===== src/rtl/core/srob_pkg.sv =====
package srob_pkg;

	localparam int SEQ_W             = 32;
	localparam int DATA_W            = 32;
	localparam int DEF_WINDOW        = 16;
	localparam int DEF_PAYLOAD_WIDTH = 32;

	localparam logic [1:0] STAT_RELEASED = 2'd0;
	localparam logic [1:0] STAT_HELD     = 2'd1;
	localparam logic [1:0] STAT_STALE    = 2'd2;
	localparam logic [1:0] STAT_BEYOND   = 2'd3;

	typedef struct packed {
		logic beyond;
		logic dup;
		logic inorder;
	} chk_t;

endpackage


===== src/rtl/core/sequence_reorder_buffer.sv =====
// The first result of an item is loaded into the output register from the check state once
// that register is free. An in-order item then releases one parked item per cycle from the
// payload memory while the output register is free; the memory's registered read is fetched
// one slot ahead. Input is taken again once the final result of a run is loaded in the output
// register. Reset clears the control state, the slot valid bits and the last released number;
// the payload memory is not cleared, and no clearing pass is needed.
module sequence_reorder_buffer #(
	parameter int WINDOW        = srob_pkg::DEF_WINDOW,
	parameter int PAYLOAD_WIDTH = srob_pkg::DEF_PAYLOAD_WIDTH
) (
	input  logic        clk,
	input  logic        arst_n,
	input  logic        s_tvalid,
	output logic        s_tready,
	input  logic [63:0] s_tdata,   // seq_number [31:0], payload [63:32]
	output logic        m_tvalid,
	input  logic        m_tready,
	output logic [63:0] m_tdata,   // out_seq [31:0], out_payload [63:32]
	output logic        m_tlast,
	output logic [2:0]  m_tuser    // emitted [0], status [2:1]
);

	import srob_pkg::*;

	localparam int SW = $clog2(WINDOW);
	localparam logic [SW-1:0] HEAD_LAST = SW'(WINDOW - 1);

	localparam logic [1:0] S_IDLE  = 2'd0;
	localparam logic [1:0] S_CHECK = 2'd1;
	localparam logic [1:0] S_DRAIN = 2'd2;

	logic [1:0]               state_q, state_d;
	logic [SEQ_W-1:0]         last_q;
	logic [SW-1:0]            head_q;
	logic [SW-1:0]            head_inc;
	logic [WINDOW-1:0]        valid_q;
	logic [SEQ_W-1:0]         seq_q;
	logic [DATA_W-1:0]        pay_q;
	logic [SEQ_W-1:0]         diff_q;
	logic                     stale_q;

	logic [SW-1:0]            slot;
	chk_t                     chk;
	logic [SEQ_W-1:0]         rel_seq;
	logic                     cont;
	logic                     out_free;
	logic                     in_xfer;

	logic [63:0]              pay_in_ext;
	logic [PAYLOAD_WIDTH-1:0] pay_st;
	logic [PAYLOAD_WIDTH-1:0] ram_rdata;
	logic [63:0]              rd_ext;
	logic [63:0]              st_ext;
	logic [SW-1:0]            rd_addr;

	logic                     ld_out;
	logic                     adv;
	logic                     wr_en;
	logic                     clr_v;
	logic                     o_emit;
	logic                     o_last;
	logic [1:0]               o_stat;
	logic [SEQ_W-1:0]         o_seq;
	logic [DATA_W-1:0]        o_pay;

	logic                     out_valid_q;
	logic                     out_emit_q;
	logic                     out_last_q;
	logic [1:0]               out_stat_q;
	logic [SEQ_W-1:0]         out_seq_q;
	logic [DATA_W-1:0]        out_pay_q;

	assign s_tready = state_q == S_IDLE;
	assign in_xfer  = s_tvalid && s_tready;
	assign out_free = !out_valid_q || m_tready;

	assign head_inc = (head_q == HEAD_LAST) ? '0 : head_q + SW'(1);
	assign rel_seq  = last_q + SEQ_W'(1);
	assign cont     = (rel_seq != '1) && valid_q[head_inc];

	assign pay_in_ext = {32'b0, pay_q};
	assign pay_st     = pay_in_ext[PAYLOAD_WIDTH-1:0];
	assign rd_ext     = 64'(ram_rdata);
	assign st_ext     = 64'(pay_st);

	// Fetch one slot ahead while advancing so the next payload is in the read register when the head moves on.
	assign rd_addr = adv ? head_inc : head_q;

	srob_classify #(
		.WINDOW (WINDOW)
	) u_classify (
		.diff  (diff_q),
		.head  (head_q),
		.valid (valid_q),
		.slot  (slot),
		.chk   (chk)
	);

	srob_ram #(
		.WIDTH (PAYLOAD_WIDTH),
		.DEPTH (WINDOW)
	) u_ram (
		.clk   (clk),
		.we    (wr_en),
		.waddr (slot),
		.wdata (pay_st),
		.raddr (rd_addr),
		.rdata (ram_rdata)
	);

	always_comb begin
		state_d = state_q;
		ld_out  = 1'b0;
		adv     = 1'b0;
		wr_en   = 1'b0;
		clr_v   = 1'b0;
		o_emit  = 1'b0;
		o_last  = 1'b1;
		o_stat  = STAT_STALE;
		o_seq   = seq_q;
		o_pay   = '0;
		case (state_q)
			S_IDLE: begin
				if (in_xfer) begin
					state_d = S_CHECK;
				end
			end
			S_CHECK: begin
				if (out_free) begin
					ld_out  = 1'b1;
					state_d = S_IDLE;
					if (stale_q) begin
						o_stat = STAT_STALE;
					end else if (chk.beyond) begin
						o_stat = STAT_BEYOND;
					end else if (chk.dup) begin
						o_stat = STAT_STALE;
					end else if (!chk.inorder) begin
						o_stat = STAT_HELD;
						wr_en  = 1'b1;
					end else begin
						// The in-order item goes straight out; its slot is never marked.
						adv     = 1'b1;
						o_emit  = 1'b1;
						o_stat  = STAT_RELEASED;
						o_seq   = rel_seq;
						o_pay   = st_ext[DATA_W-1:0];
						o_last  = !cont;
						state_d = cont ? S_DRAIN : S_IDLE;
					end
				end
			end
			S_DRAIN: begin
				if (out_free) begin
					ld_out  = 1'b1;
					adv     = 1'b1;
					clr_v   = 1'b1;
					o_emit  = 1'b1;
					o_stat  = STAT_RELEASED;
					o_seq   = rel_seq;
					o_pay   = rd_ext[DATA_W-1:0];
					o_last  = !cont;
					state_d = cont ? S_DRAIN : S_IDLE;
				end
			end
			default: begin
				state_d = S_IDLE;
			end
		endcase
	end

	always_ff @(posedge clk or negedge arst_n) begin
		if (!arst_n) begin
			state_q     <= S_IDLE;
			last_q      <= '0;
			head_q      <= SW'(1);
			valid_q     <= '0;
			out_valid_q <= 1'b0;
		end else begin
			state_q <= state_d;
			if (adv) begin
				last_q <= rel_seq;
				head_q <= head_inc;
			end
			if (wr_en) begin
				valid_q[slot] <= 1'b1;
			end
			if (clr_v) begin
				valid_q[head_q] <= 1'b0;
			end
			if (ld_out) begin
				out_valid_q <= 1'b1;
			end else if (m_tready) begin
				out_valid_q <= 1'b0;
			end
		end
	end

	always_ff @(posedge clk) begin
		if (in_xfer) begin
			seq_q   <= s_tdata[31:0];
			pay_q   <= s_tdata[63:32];
			diff_q  <= s_tdata[31:0] - last_q;
			stale_q <= s_tdata[31:0] <= last_q;
		end
		if (ld_out) begin
			out_emit_q <= o_emit;
			out_last_q <= o_last;
			out_stat_q <= o_stat;
			out_seq_q  <= o_seq;
			out_pay_q  <= o_pay;
		end
	end

	assign m_tvalid = out_valid_q;
	assign m_tdata  = {out_pay_q, out_seq_q};
	assign m_tlast  = out_last_q;
	assign m_tuser  = {out_stat_q, out_emit_q};

`ifndef SYNTH
	// A run only continues into a slot that holds a parked item.
	a_drain_valid: assert property (@(posedge clk) disable iff (!arst_n)
		(state_q == S_DRAIN) |-> valid_q[head_q])
		else $error("drain at an empty slot");

	// The slot of the next expected number is never parked while waiting for input.
	a_head_free: assert property (@(posedge clk) disable iff (!arst_n)
		(state_q == S_IDLE) |-> !valid_q[head_q])
		else $error("expected slot parked while idle");

	// No new item is taken while a run is still being released.
	a_run_blocks: assert property (@(posedge clk) disable iff (!arst_n)
		(m_tvalid && !m_tlast) |-> !s_tready)
		else $error("input taken in the middle of a run");

	// Every released result advances the last released number by exactly one.
	a_rel_step: assert property (@(posedge clk) disable iff (!arst_n)
		(ld_out && o_emit) |=> (last_q == $past(last_q) + SEQ_W'(1)))
		else $error("release did not advance the sequence");
`endif

endmodule


===== src/rtl/core/srob_ram.sv =====
module srob_ram #(
	parameter int WIDTH = 32,
	parameter int DEPTH = 16
) (
	input  logic                     clk,
	input  logic                     we,
	input  logic [$clog2(DEPTH)-1:0] waddr,
	input  logic [WIDTH-1:0]         wdata,
	input  logic [$clog2(DEPTH)-1:0] raddr,
	output logic [WIDTH-1:0]         rdata
);

	logic [WIDTH-1:0] mem [DEPTH];

	always_ff @(posedge clk) begin
		if (we) begin
			mem[waddr] <= wdata;
		end
		rdata <= mem[raddr];
	end

endmodule


===== src/rtl/core/srob_classify.sv =====
module srob_classify #(
	parameter int WINDOW = 16
) (
	input  logic [srob_pkg::SEQ_W-1:0]  diff,
	input  logic [$clog2(WINDOW)-1:0]   head,
	input  logic [WINDOW-1:0]           valid,
	output logic [$clog2(WINDOW)-1:0]   slot,
	output srob_pkg::chk_t              chk
);

	import srob_pkg::*;

	localparam int SW = $clog2(WINDOW);
	localparam logic [SW:0] WIN_C = (SW+1)'(WINDOW);

	logic [SW:0] offs;
	logic [SW:0] sum;
	logic [SW:0] wrapped;

	// The offset from the expected slot is diff - 1, which lies below WINDOW
	// whenever the item falls inside the window.
	assign offs    = diff[SW:0] - (SW+1)'(1);
	assign sum     = {1'b0, head} + {1'b0, offs[SW-1:0]};
	assign wrapped = (sum >= WIN_C) ? (sum - WIN_C) : sum;
	assign slot    = wrapped[SW-1:0];

	assign chk.beyond  = diff > SEQ_W'(WINDOW);
	assign chk.dup     = valid[slot];
	assign chk.inorder = diff == SEQ_W'(1);

endmodule


===== config.mk =====
export PLATFORM = sky130hd
export DESIGN_NAME = sequence_reorder_buffer
export DESIGN_NICKNAME = d
export VERILOG_FILES = /design/src/rtl/core/srob_pkg.sv /design/src/rtl/core/sequence_reorder_buffer.sv /design/src/rtl/core/srob_ram.sv /design/src/rtl/core/srob_classify.sv
export SDC_FILE = /design/constraint.sdc
export NUM_CORES = 1
export LEC_CHECK = 0
export BUFFER_PORTS_ARGS = -buffer_cell sky130_fd_sc_hd__buf_2
export CAP_MARGIN = 0
export CORE_AREA = 8 8 400 285
export DETAILED_ROUTE_END_ITERATION = 8
export DIE_AREA = 0 0 408 293
export GPL_ROUTABILITY_DRIVEN = 0
export GPL_TIMING_DRIVEN = 0
export MAX_ROUTING_LAYER = met4
export PLACE_DENSITY = 0.46
export SLEW_MARGIN = 20
export SYNTH_ARGS = -nofsm -noshare
export SYNTH_HDL_FRONTEND = slang
export SYNTH_SLANG_ARGS = --single-unit

===== constraint.sdc =====
create_clock -name clk -period 8.3 [get_ports clk]
set_input_delay 1.245 -clock clk [delete_from_list [all_inputs] [get_ports clk]]
set_output_delay 1.245 -clock clk [all_outputs]
set_load 0.02 [all_outputs]

* Word-level counts from Yosys, hierarchy flattened
Memory sizes are Yosys's and may differ from the RTL's. A register that Yosys moved wholly into a read port is not among the register bits.
Cells that the tools add are included.
** Word-level totals
- Bits in registers :: 220
- Word-level logic and storage cells :: 120
- Input port bits :: 68
- Memories :: 1
- Output and inout port bits :: 70
- RAM bits :: 512
** Memory list
- u_ram.mem :: depth 16, width 32, rd ports 1, clocked after memory_dff 1, wr ports 1, line srob_ram.sv:13 : logic [WIDTH-1:0] mem [DEPTH];
** Operators by class
- Equal/unequal tests :: 8
- $add $sub $neg :: 6
- Bitwise gates (word level) :: 3
- Reduce and logical (&&, ||, !) cells :: 11
- Muxes and demuxes :: 69
- $lt $le $gt $ge :: 8
** Operators by type and width (count)
- $mux W32 :: 12
- $pmux W32 S2 :: 2
- $add A32 B1 Y32 const B :: 1
- $eq A32 B1 Y1 const B :: 1
- $gt A32 B5 Y1 const B :: 1
- $le A32 B32 Y1 :: 1
- $mux W16 :: 2
- $ne A32 B32 Y1 const B :: 1
- $sub A32 B32 Y32 :: 1
- $mux W1 :: 29
- $mux W2 :: 13
- $and A16 B16 Y16 :: 1
- $not A16 Y16 :: 1
- $or A16 B16 Y16 :: 1
- $lt A4 B5 Y1 const B :: 3
- $mux W4 :: 3
- $bmux W1 S4 :: 2
- $demux W1 S4 :: 2
- $ge A4 B1 Y1 const B :: 2
- $sub A4 B1 Y4 const B :: 2
- $pmux W2 S3 :: 1
- $add A4 B4 Y5 :: 1
- $ge A5 B5 Y1 const B :: 1
- $add A4 B1 Y4 const B :: 1
- other kinds (14) :: 20

* Logic depth before layout (Yosys ltp)
- Depth in word-level cells :: 14
- Gate-level depth with buffers :: 18

* Modules after synthesis
From an unflattened synthesis, not the netlist that was laid out.
** Unflattened totals
- Cell total of the unflattened synthesis :: 1804
- Area, all modules :: 31032.3 um^2
** Modules (own cells, without submodules)
- srob_ram :: times used 1, cells each 838, area each 19835.3 um^2
- sequence_reorder_buffer :: times used 1, cells each 924, area each 10806.6 um^2
- srob_classify :: times used 1, cells each 42, area each 390.4 um^2

* Worst setup path after synthesis
OpenSTA, ideal clock, no wires.
- Path kind :: input-to-reg
- Start point :: in m_tready
- End point :: reg u_ram.rdata[22] (read register of u_ram.mem)
- Buffers on the path :: 2
- Data arrival time :: 6.268 ns
- Setup time :: 0.124 ns
- Data required time :: 8.176 ns
- Path slack :: 1.908 ns
- Stages on the path :: 10
- Cell sequence :: nor2b_1 > nor2_1 > o21ai_0 > a211oi_4 > inv_2 > buf_6 > buf_2 > mux2_1 > o211ai_1 > nand3_1
** On the way
- Cells in the longest elaborated chain, start to end :: 4
** RTL lines
- start, declared :: line sequence_reorder_buffer.sv:17 : input logic m_tready,
- $logic_or A1 B1 Y1 * :: line sequence_reorder_buffer.sv:75 : assign out_free = !out_valid_q || m_tready;
- $mux W1 (on tied branches) :: line sequence_reorder_buffer.sv:154, sequence_reorder_buffer.sv:129
- $pmux W1 S2 * :: line sequence_reorder_buffer.sv:122 : case (state_q)
- $mux W4 *
- end, declared :: line srob_ram.sv:10 : output logic [WIDTH-1:0] rdata
Every way passes the cells marked *; elsewhere a longest branch is shown, timed or not.
A chain may end at the register's enable or synchronous reset.

* Worst setup path in the final report
- Start point :: reg head_q[0]
- End point :: reg u_ram.rdata[21] (read register of u_ram.mem)
** On the way
- Cells in the longest elaborated chain, start to end :: 11
** RTL lines
- start, declared :: line sequence_reorder_buffer.sv:34 : logic [SW-1:0] head_q;
- start signal, assigned :: line sequence_reorder_buffer.sv:183 : head_q <= head_inc;
- $add A4 B4 Y5 :: line srob_classify.sv:23 : assign sum = {1'b0, head} + {1'b0, offs[SW-1:0]};
- $sub A4 B1 Y4 or $ge A5 B5 Y1 (tied branches) :: line srob_classify.sv:24 : assign wrapped = (sum >= WIN_C) ? (sum - WIN_C) : sum;
- $mux W4 :: line srob_classify.sv:24
- $bmux W1 S4 :: line srob_classify.sv:28 : assign chk.dup = valid[slot];
- $mux W1 (implied by the code) :: line srob_classify.sv:28
- $mux W1 :: line sequence_reorder_buffer.sv:136 : end else if (chk.dup) begin
- $mux W1 :: line sequence_reorder_buffer.sv:134 : end else if (chk.beyond) begin
- $mux W1 :: line sequence_reorder_buffer.sv:132 : if (stale_q) begin
- $mux W1 :: line sequence_reorder_buffer.sv:129 : if (out_free) begin
- $pmux W1 S2 :: line sequence_reorder_buffer.sv:122
- $mux W4 *
Every way passes the cells marked *; elsewhere a longest branch is shown, timed or not. The select of a mux whose other input is x is not followed.

==> results.json <==
{
  "timing.final.crit_share": 0.735,
  "dp_hpwl_um": 65900,
  "ys_ff_latch": 764,
  "synth-main-ff-cell": "edfxtp_1",
  "pwr_density_cell_nw_per_um2": 245,
  "grt.total_usage": 0.153,
  "r2r_cells": 15,
  "fillCellCount": 10200,
  "synth_area_leaders": "edfxtp_1 (63%), mux2i_1 (8.1%), dfrtp_1 (4.2%), xnor2_1 (2.2%), dfxtp_1 (2.0%)",
  "synth_top_area_share": 0.634,
  "max_cap_viol_count": 0,
  "regToRegStartpoint": "head_q[0]$_DFF_PN1_",
  "hold_buffers": 0,
  "wl_per_cell_um": 23.6,
  "yosysUniqueCellTypes": 71,
  "routed_wl_um": 92200,
  "critPathLaunchType": "register",
  "wl_met2_um": 40200,
  "rows": 101,
  "die_w_um": 408,
  "max_freq_ghz": 0.164,
  "wl_met1_um": 44500,
  "place_worst_setup_slack_ps": 2270,
  "insertion_delay_ps": 670,
  "synth-edff-count": 677,
  "yosysSeqAreaShare": 0.697,
  "cp.required_ps": 8830,
  "worstPathCellList": "ha_1 -> inv_1 -> fa_1 -> clkbuf_1 -> mux4_2 -> mux4_2 -> o21bai_2 -> nand2_1 -> mux2i_1 -> buf_2 -> buf_2 -> clkbuf_1 -> nand2_1 -> o211ai_1 -> nand3_1",
  "dieArea_sq_um": 120000,
  "min_from": "last_q[10]$_DFFE_PN0N_",
  "status": "finished, final reports clean",
  "ios": 138,
  "antenna_found_initial": 6,
  "synth_warnings": 0,
  "grt.overflow.total": 0,
  "cts_resized": 0,
  "syn_to_final_growth_pct": 19.8,
  "worst_pin_slew_ps": 1200,
  "p_leak_nw": 13.3,
  "avgSynthCellArea_sq_um": 15.0,
  "rrSetupSlack_ps": 2200,
  "clock_sinks": 764,
  "grt_pass1_wl_um": 132000,
  "post-cts-setup-buffer-count": 0,
  "clockBufferDepth": 3,
  "hp-class": "reg2reg",
  "fp.coreArea_sq_um": 108000,
  "cp_top_family": "buffers and inverters",
  "htree_num_levels": 3,
  "grt_max_degree": 56,
  "initial_core_util": 0.298,
  "fin_util": 0.357,
  "hold_depth": 1,
  "dr_wl_met3_um": 5150,
  "io_buffer_count": 137,
  "drive_gt1_frac": 0.166,
  "finalCriticalPeriod_ps": 6100,
  "p_total_w": 0.00942,
  "highest_layer": "met4",
  "vias": 19100,
  "setup_viol": 0,
  "skew_ps": 25.9,
  "slowest_delay_ps": 770,
  "path_clk_slew_ps": 60,
  "grt_setup_unrepaired": "false",
  "slowest_stage": "mux2i_1",
  "antenna_left": 0,
  "netlist_area_sq_um": 32000,
  "cp_data_arrival_time_ps": 6630,
  "cts_buffers": 83,
  "num-nets-final": 2504,
  "cts_tree": "built",
  "r2r_end": "u_ram.rdata[21]$_DFF_P_",
  "worstSetupPathType": "reg2reg",
  "synth_nets": 2247,
  "first_pass_iters": 6,
  "ys_async_sr_fraction": 0.0720,
  "cp_max_fo": 10,
  "first_global_vias": 19100,
  "worstHoldEndpoint": "last_q[10]$_DFFE_PN0N_",
  "final_hold_viol_count": 0,
  "clockRootBuffer": "clkbuf_16",
  "dr.first_iter.drc_count": 1723,
  "path_buf_inv": 5,
  "slew_viol_final": 0,
  "vdd_drop_max_mv": 0.153,
  "setup_slack_ps": 2200,
  "synthCells": 2130,
  "cp-end-kind": "register",
  "maxSlewHeadroom": 0.203,
  "vias_per_cell": 4.90,
  "drc": 0,
  "die_height_um": 293,
  "yosysTopAreaCell": "edfxtp_1"
}
==> cells in the final DEF (no fill, tap or decap), types with 31 or more instances in the layout <==
cell type,n
a211o_1,31
a211oi_1,34
a21oi_1,60
a22oi_1,63
and2_1,31
buf_2,170
clkbuf_1,72
clkbuf_16,83
dfrtp_1,54
dfxtp_1,32
edfxtp_1,677
ha_1,47
inv_1,59
mux2i_1,258
nand2_1,103
nand3_1,57
nor2_1,108
o211ai_1,35
o21ai_0,42
xnor2_1,81
==> cell type report <==
class                           count  area, sq um  share of cell area
Tap cell                         1442         1800              0.0470
Inverter                           63          236             0.00616
Antenna cell                        2         5.00            0.000130
Clock inverter                     58          649              0.0169
Timing Repair Buffer              172         1600              0.0416
Clock buffer                       98         2150              0.0561
Multi-Input combinational cell   1202         9130               0.238
Buffer                            101          465              0.0121
Sequential cell                   764        22300               0.582
==> flip-flops by register name, summed over array words and instances (netlist names) <==
| signal | flops |
|---|---|
| valid_q | 16 |
| u_ram.rdata | 32 |
| out_pay_q | 32 |
| seq_q | 32 |
| m_tlast | 1 |
| stale_q | 1 |
| m_tvalid | 1 |
| diff_q | 32 |
| last_q | 32 |
| out_stat_q | 2 |
| u_ram.mem | 512 |
| out_emit_q | 1 |
| state_q | 2 |
| pay_q | 32 |
| head_q | 4 |
| out_seq_q | 32 |
==> worst max-delay path by stage <==
stage                        startpoint                      end  slack (ps)  cells past startpoint
floorplan                      m_tready  u_ram.rdata[22]$_DFF_P_        1910                     10
global placement               m_tready  u_ram.rdata[21]$_DFF_P_       -2700                     11
detailed placement  head_q[0]$_DFF_PN1_  u_ram.rdata[21]$_DFF_P_        2270                     15
CTS                 head_q[0]$_DFF_PN1_  u_ram.rdata[21]$_DFF_P_        2230                     15
global route        head_q[0]$_DFF_PN1_  u_ram.rdata[19]$_DFF_P_        2010                     15
finish              head_q[0]$_DFF_PN1_  u_ram.rdata[21]$_DFF_P_        2200                     15
==> where the power goes <==
group	internal [W]	leakage (nW)	switching, W	total, W
Sequential	0.00456	7.12	0.000173	0.00473
Clock	0.00223	1.38	0.00160	0.00383
Combinational	0.000240	4.82	0.000624	0.000864
Total	0.00702	13.3	0.00240	0.00942
==> logic make-up after synthesis <==
logic type	synth area share
buffers and inverters	0.0219
AO/OA/AOI/OAI	0.0745
AND/OR/NAND/NOR	0.0617
XOR/XNOR	0.0251
multiplexers	0.0997
flip-flops	0.697
adder cells (fa/ha/maj)	0.0196
==> per-layer routing <==
layer / GRT usage / up-vias
li1: - / 8663
met5: - / -
met3: 0.0299 / 143
met1: 0.219 / 9758
met2: 0.221 / 550
met4: 0.0412 / 0
==> cell usage after synthesis, types with 22 or more instances <==
library cell  instances
mux2i_1             258
edfxtp_1            677
dfxtp_1              32
ha_1                 47
a211oi_1             34
buf_2                34
nand2_1             103
dfrtp_1              54
o211ai_1             35
nor2_1              125
and2_1               32
a21oi_1              60
clkbuf_1             59
nand3_1              57
a22oi_1              63
inv_1                59
xnor2_1              81
a211o_1              31
mux2_2               22
o21ai_0              42
nor3_1               23
==> per-stage QoR <==
stage	instances	setup TNS, ps	area, sq um	hold WS (ps)
finish	3902	0	38400	476
global route	3902	0	38400	496
CTS	3900	0	38400	475
detailed placement	3744	0	35600	462
global placement	3709	-163860	34500	461
floorplan	2130	0	32000	445
No activity file was read; power rests on OpenSTA's default activity.
